**config.mk**
```make
export PLATFORM = sky130hd
export DESIGN_NAME = brs_divider
export DESIGN_NICKNAME = d
export VERILOG_FILES = /design/src/rtl/core/brs_pkg.sv /design/src/rtl/core/brs_divider.sv
export SDC_FILE = /design/constraint.sdc
export NUM_CORES = 1
export LEC_CHECK = 0
export BUFFER_PORTS_ARGS = -buffer_cell sky130_fd_sc_hd__buf_4
export CORE_AREA = 2 2 79 100
export CTS_CLUSTER_SIZE = 20
export DETAILED_ROUTE_END_ITERATION = 10
export DIE_AREA = 0 0 81 102
export GPL_TIMING_DRIVEN = 1
export PLACE_DENSITY = 0.73
export SLEW_MARGIN = 20
export SYNTH_ARGS = -nofsm -noshare
export SYNTH_HDL_FRONTEND = slang
export SYNTH_SLANG_ARGS = --single-unit
```
**constraint.sdc**
```tcl
create_clock -name clk -period 2.9 [get_ports clk]
set_input_delay 0.58 -clock clk [delete_from_list [all_inputs] [get_ports clk]]
set_output_delay 0.58 -clock clk [all_outputs]
set_load 0.01 [all_outputs]
```
**src/rtl/core/brs_pkg.sv**
```systemverilog
// ----------------------------------------------------------------------------
// brs_pkg
// Shared constants and types for the bilinear RGBA scaler.
// ----------------------------------------------------------------------------
package brs_pkg;

  localparam int unsigned MaxSourceWidthDef  = 256;
  localparam int unsigned MaxSourceHeightDef = 256;
  localparam int unsigned MaxTargetDimDef    = 4096;
  localparam int unsigned FracBits           = 16;

  localparam int unsigned CoordW = 12;
  localparam int unsigned PixW   = 32;
  localparam int unsigned CfgIdxW = 2;
  localparam int unsigned CfgDataW = 13;

  typedef enum logic [CfgIdxW-1:0] {
    CFG_SRC_W = 2'd0,
    CFG_SRC_H = 2'd1,
    CFG_TGT_W = 2'd2,
    CFG_TGT_H = 2'd3
  } cfg_idx_t;

  localparam logic OP_WRITE  = 1'b0;
  localparam logic OP_SAMPLE = 1'b1;

endpackage

```
**src/rtl/core/brs_divider.sv**
```systemverilog
// ----------------------------------------------------------------------------
// brs_divider
// Restoring divider, one quotient bit per cycle, for the step values.
// ----------------------------------------------------------------------------
module brs_divider import brs_pkg::*; #(
  parameter int unsigned NumW = 29,
  parameter int unsigned DenW = 15
) (
  input  logic            clk,
  input  logic            rst_n,
  input  logic            start,
  input  logic [NumW-1:0] num,
  input  logic [DenW-1:0] den,
  output logic            busy,
  output logic [NumW-1:0] quot
);

  localparam int unsigned CntW = $clog2(NumW + 1);

  logic [NumW-1:0] q_r, q_nxt;
  logic [DenW:0]   rem_r, rem_nxt;
  logic [DenW-1:0] den_r;
  logic [CntW-1:0] cnt_r, cnt_nxt;
  logic [DenW:0]   trial;
  logic [DenW:0]   diff;

  always_comb begin
    trial   = {rem_r[DenW-1:0], q_r[NumW-1]};
    diff    = trial - {1'b0, den_r};
    q_nxt   = {q_r[NumW-2:0], 1'b0};
    rem_nxt = trial;
    if (trial >= {1'b0, den_r}) begin
      rem_nxt  = diff;
      q_nxt[0] = 1'b1;
    end
    cnt_nxt = cnt_r - 1'b1;
  end

  always_ff @(posedge clk) begin
    if (!rst_n) begin
      cnt_r <= '0;
      q_r   <= '0;
      rem_r <= '0;
      den_r <= '0;
    end else if (start) begin
      cnt_r <= CntW'(NumW);
      q_r   <= num;
      rem_r <= '0;
      den_r <= den;
    end else if (cnt_r != '0) begin
      cnt_r <= cnt_nxt;
      q_r   <= q_nxt;
      rem_r <= rem_nxt;
    end
  end

  assign busy = (cnt_r != '0);
  assign quot = q_r;

endmodule

```
==> results of run 1 <==
[where the power goes]
| part | internal [µW] | switching (µW) | total (µW) |
|---|---|---|---|
| Sequential | 1010 | 91.0 | 1100 |
| Clock | 398 | 379 | 777 |
| Combinational | 729 | 1130 | 1860 |
| Total | 2130 | 1600 | 3730 |
[registers in the layout (all words and copies together) (netlist names)]
register	flops
cnt_r	5
den_r	15
quot	29
rem_r	15
[routing by layer]
| metal | wire [µm] | track usage [%] |
|---|---|---|
| met5 | 0 | 0 |
| met4 | 110 | 7.43 |
| met3 | 593 | 7.16 |
| met2 | 4280 | 37.8 |
| met1 | 3680 | 25.1 |
[stage by stage]
step,setup slack (ps),hold WS [ps]
after floorplan,512,462
after global placement,336,478
after detailed placement,281,478
after CTS,263,449
after global routing,85.5,462
final,264,460
[cell type report]
cell class              count  area, µm²  share of cell area, %
multi-input cells         353       2120                   48.2
repair buffers             81        608                   13.9
well taps                  92        115                   2.62
flip-flops and latches     64       1280                   29.2
inverters                  20       75.1                   1.71
clock buffers               9        124                   2.82
clock inverters             7       71.3                   1.62
[worst register-to-register path, delay by kind of cell (launching register included)]
kind                       cells  cell delay [ps]
buffers and inverters          1               60
AOI/OAI and AO/OA              3              430
adders and majority gates      2              600
and+or+nand+nor                3             1130
DFF                            1              370
[cell families (layout without fill, tap and decap cells)]
| kind of cell | Yosys count | after routing | synth area share, % |
|---|---|---|---|
| AOI/OAI and AO/OA | 129 | 129 | 20.8 |
| and+or+nand+nor | 181 | 181 | 24.9 |
| DFF | 64 | 64 | 35.5 |
| buffers and inverters | 51 | 117 | 5.83 |
| adders and majority gates | 17 | 17 | 6.10 |
| muxes | 17 | 17 | 4.72 |
| xor gates and xnor gates | 9 | 9 | 2.19 |
[layout by cell type (no fill, tap or decap), types with 2 or more instances in the layout]
cell       n
nand2b_1   6
nand2_1   83
a31oi_1    7
nand4_1    5
a311oi_1   2
nor3_1     3
buf_4     81
xor2_1     2
xnor2_1    7
o21ai_0   18
clkinv_4   2
nor2_1    17
clkinv_2   3
a211oi_1   2
a21o_1     3
inv_1     19
o211ai_1   2
o21a_1     3
or3_1      5
o31ai_1    2
dfxtp_1   64
a21oi_1   76
ha_1      16
clkbuf_8   9
nor2b_1   46
o221ai_1   3
mux2i_1   17
nand3_1    6
[path summary, 6_finish.rpt]
kind | start | end | slack, ps | depth (start not counted)
min reg2reg | rem_r[4] | rem_r[5] | 490 | 2
min | num[0] | quot[0] | 460 | 3
max reg2reg | quot[28] | rem_r[0] | 260 | 9
max | quot[28] | rem_r[0] | 260 | 9
==> metrics.md, run 1 <==
| Metric | Value |
|---|---|
| Status | `finished clean` |
| Cts bufs inserted | `9` |
| # hold bufs at CTS | `0` |
| Syn. warnings | `0` |
| Die Width | `81 µm` |
| DRC | `0` |
| WL final | `8660 µm` |
| # clock sinks | `64` |
| Area share of the largest cell type after synthesis | `35.5%` |
| Port buffer count | `76` |
| WL per Instance | `13.8 µm` |
| CP Max Fanout | `16` |
| Slew at the pin with the worst max-slew slack | `665 ps` |
| Worst Hold Class | `input port to register` |
| Max Fclk | `0.379 GHz` |
| Overflow after GRT | `0` |
| Worst path top cell family by delay | `simple AND/OR/NAND/NOR gates` |
| Clock buffer depth | `2` |
| Synthesis-stage register bit count | `64` |
| Max_slew headroom | `55.7%` |
| Post-DP HPWL | `about 6000 µm` |
| Pin count of the biggest net entering global routing | `55` |
| Crit path DAT | `roughly 2900 ps` |
| All-Layer GR Usage | `21.8%` |
| Yosys cell types | `51` |
| Main flop type after synthesis | `dfxtp_1` |
| # Post-CTS Setup Buffers | `0` |
| First-pass GRT wire length | `14300 µm` |
| Crit. End Element | `register` |
| Finished Core Util | `60.4%` |
| Placed cells | `610` |
| CP Buf/Inv Count | `1` |
| Post-synth ARST share | `0%` |
| Register area share after synthesis | `35.5%` |
| Count leader, synth | `nand2_1` |
| Syn nets | `532` |
| Maximum vdd drop | `~0.00066 V` |
| Setup-failing EPs final | `0` |
| Critical path startpoint category | `register` |
| Antenna violations before repair | `0` |
| Layout cells sized above 1 | `between 20% and 30%` |
| Rows | `35` |
| Crit share post-route | `90.9%` |
| TNS Setup | `0 ps` |
| Ranking of synthesized cells by area | `dfxtp_1 (36%), a21oi_1 (11%), nand2_1 (8.6%)` |
| RSZ-0062 raised after global routing | `false` |
| Initial DRC Count | `125` |
| ANT cells | `0` |
| CP Cell Sequence | `inv_1, ha_1, fa_1, nand2b_1, a21oi_1, o211ai_1, and2_1, or4_4, o211ai_2` |
| Via count | `3397` |
| Die Y | `102 µm` |
| Final cell count without fillers | `roughly 630` |
| Starting Density | `49.6%` |
| Nets | `~590` |
| Post-Synthesis Cells | `roughly 470` |
| Number of synthesized flops with an enable pin | `0` |
| PwrDens | `850 nW/µm²` |
| Most area-hungry cell type in the Yosys netlist | `dfxtp_1` |
| H-tree Lvls | `3` |
| Post-CTS sizing | `0` |
| Largest stage delay on the critical path | `560 ps` |
| Synthesized area per cell | `between 7 and 8 µm²` |
| Final Max Slew Viols | `0` |
| Cell Area, Synth | `3610 µm²` |
| Vias in the first global route | `3340` |
| Die ar. | `about 8300 µm²` |
| CTS tree | `done` |
| Crit Path Class | `register to register` |
| Routed Antenna Nets | `0` |
| Total power after layout | `between 3000 and 4000 µW` |
| RD Place Congestion | `between 0.8 and 0.9` |
| Worst-Skew Late Latency | `340 ps` |
| CP required | `3180 ps` |
| Crit-path slowest cell | `or4_4` |
| Post-route cell area | `4390 µm²` |
| Max_cap viols | `0` |
| Final Hold Viols | `0` |
| Area growth syn-to-layout | `21.7%` |
| Post-synth top cells | `nand2_1 (83), a21oi_1 (76), dfxtp_1 (64), nor2b_1 (46), inv_1 (19)` |
| Post-DP Area | `4200 µm²` |
| Core area | `a little over 7000 µm²` |
| Clk_skew | `~8.5 ps` |
| DR vias/cell | `about 5.4` |
| Fill count | `700` |
| Clk root buf | `clkbuf_8` |
| I/O pin total | `77` |
| Minimum clock period | `2640 ps` |
| Clk slew on worst S/H paths | `80 ps` |
| Leak Pwr | `0.00185 µW` |
| Drt pass-1 iters | `4` |
Note: power is estimated with default switching activity, not from simulation.
==> run 2: changes to the inputs <==
--- a/config.mk
+++ b/config.mk
@@ -18 +18,2 @@
 export SYNTH_SLANG_ARGS = --single-unit
+export TNS_END_PERCENT = 20
==> constraint.sdc (replaced) <==
create_clock -name clk -period 2.9 [get_ports clk]
set_input_delay 0.87 -clock clk [delete_from_list [all_inputs] [get_ports clk]]
set_output_delay 0.87 -clock clk [all_outputs]
set_load 0.01 [all_outputs]
==> metrics.md, run 2 (synthesized netlist as in run 1, its figures left out) <==
| Metric | Value |
|---|---|
| Drt pass-1 iters | `4` |
| WL per Instance | `13.7 µm` |
| Leak Pwr | `around 0.0018 µW` |
| Worst Hold Class | `register to register` |
| Final Max Slew Viols | `0` |
| Nets | `roughly 600` |
| WL final | `about 8600 µm` |
| Port buffer count | `76` |
| Worst hold slack | `494 ps` |
| Max_slew headroom | `57.1%` |
| Die ar. | `roughly 8300 µm²` |
| Setup slack, reg-to-reg | `270 ps` |
| Worst setup path end | `rem_r[0]` |
| Commonest non-fill, non-tap cell in the layout | `nand2_1` |
| Max FFs per register | `29` |
| Fill count | `707` |
| Layout cells sized above 1 | `between 20% and 30%` |
| # hold bufs at CTS | `0` |
| Overflow after GRT | `0` |
| Die Y | `102 µm` |
| Starting Density | `roughly half` |
| CTS tree | `done` |
| Area growth syn-to-layout | `22.0%` |
| Clk_skew | `14.7 ps` |
| Final Hold Viols | `0` |
| Crit path from | `quot[28]` |
| M3 GR Usage | `under 10%` |
| Die Width | `between 80 and 90 µm` |
| Crit Path Class | `register to register` |
| Global-route met1 utilization | `26.3%` |
| RSZ-0062 raised after global routing | `false` |
| Length in cells of the worst reg-to-reg path | `9` |
| Final cell count without fillers | `626` |
| Max Fclk | `0.380 GHz` |
| Pin count of the biggest net entering global routing | `55` |
| Via count | `between 3000 and 4000` |
| Placed cells | `610` |
| Post-DP HPWL | `5860 µm` |
| H-tree Lvls | `3` |
| Worst R2R End | `rem_r[0]` |
| Core area | `~7300 µm²` |
| I/O pin total | `between 70 and 80` |
| Crit. End Element | `register` |
| Minimum clock period | `2630 ps` |
| Critical path startpoint category | `register` |
| RD Place Congestion | `0.850` |
| # clock sinks | `64` |
| PwrDens | `about 850 nW/µm²` |
| Clk slew on worst S/H paths | `approximately 80 ps` |
| ANT cells | `0` |
| Most frequent cells in the layout | `nand2_1 (83), buf_4 (81), a21oi_1 (76), dfxtp_1 (64), nor2b_1 (46)` |
| First-pass GRT wire length | `between 10000 and 15000 µm` |
| DRC | `0` |
| Max_cap viols | `0` |
| Rows | `35` |
| Setup-failing EPs final | `0` |
| Maximum vdd drop | `around 0.00039 V` |
| Clk root buf | `clkbuf_8` |
| Crit share post-route | `90.9%` |
| CP Max Fanout | `16` |
| Crit path DAT | `2920 ps` |
| Status | `finished clean` |
| All-Layer GR Usage | `22.1%` |
| Antenna violations before repair | `0` |
| TNS Setup | `0 ps` |
| Post-CTS sizing | `0` |
| Gr busiest metal | `met2` |
| DR vias/cell | `~5.4` |
| Routed Antenna Nets | `0` |
| Cts bufs inserted | `9` |
| Initial DRC Count | `140` |
| Clock buffer depth | `2` |
| Slew at the pin with the worst max-slew slack | `between 600 and 700 ps` |
| Worst-Skew Late Latency | `about 350 ps` |
| CP required | `3180 ps` |
| Vias in the first global route | `between 3000 and 4000` |
| # Post-CTS Setup Buffers | `0` |
| Met2 usage | `36.6%` |
| Total power after layout | `3750 µW` |
| R2R Path Start | `quot[28]` |
-- run 2: worst min path at each step --
| stage | cells after the start | endpoint | from | slack [ps] |
|---|---|---|---|---|
| floorplan | 2 | rem_r[3] | rem_r[2] | 460 |
| CTS | 2 | rem_r[5] | rem_r[4] | 500 |
| detailed placement | 2 | rem_r[3] | rem_r[2] | 490 |
| global route | 2 | rem_r[3] | rem_r[2] | 520 |
| global placement | 2 | rem_r[5] | rem_r[4] | 480 |
| finish | 2 | rem_r[6] | rem_r[5] | 490 |
-- run 2: metal layers --
layer  wire (µm)  up-vias  part of all wire (%)
met1        3640     1576                    42
met3         592       15                   6.9
met4         146        0                   1.7
met2        4200       90                    49
li1            -     1729                     -
met5           0        -                     0
-- run 2: cell type report --
cell class / count / area [µm²] / share of cell area [%]
Clock inverter: 6 / 67.6 / 1.54
Timing Repair Buffer: 81 / 608 / 13.8
Tap cell: 92 / 115 / 2.62
Clock buffer: 10 / 138 / 3.13
Multi-Input combinational cell: 353 / 2120 / 48.1
Sequential cell: 64 / 1280 / 29.1
Inverter: 20 / 75.1 / 1.71
-- run 2: worst max-delay path, stage by stage, from the launching register on --
cell and delay (ps):
dfxtp_1 370, inv_1 60, ha_1 220, fa_1 380
nand2b_1 190, a21oi_1 210, o211ai_1 140, and2_1 370
or4_4 560, o211ai_2 80
-- run 2: metrics by stage --
stage          worst slack (ps)  cell area [µm²]  utilization [%]
3_5_place_dp                268             4200             57.7
3_3_place_gp                336             4200             57.7
6_report                    265             4400             60.5
2_1_floorplan               415             3610                -
5_1_grt                     104             4400             60.5
4_1_cts                     258             4400             60.5
-- run 2: report_power, final --
part	internal, µW	switching, µW	leakage, µW	total, µW
combinational	728	1130	0.00122	1850
clock	423	376	0.0000989	799
sequential	1010	88.4	0.000527	1090
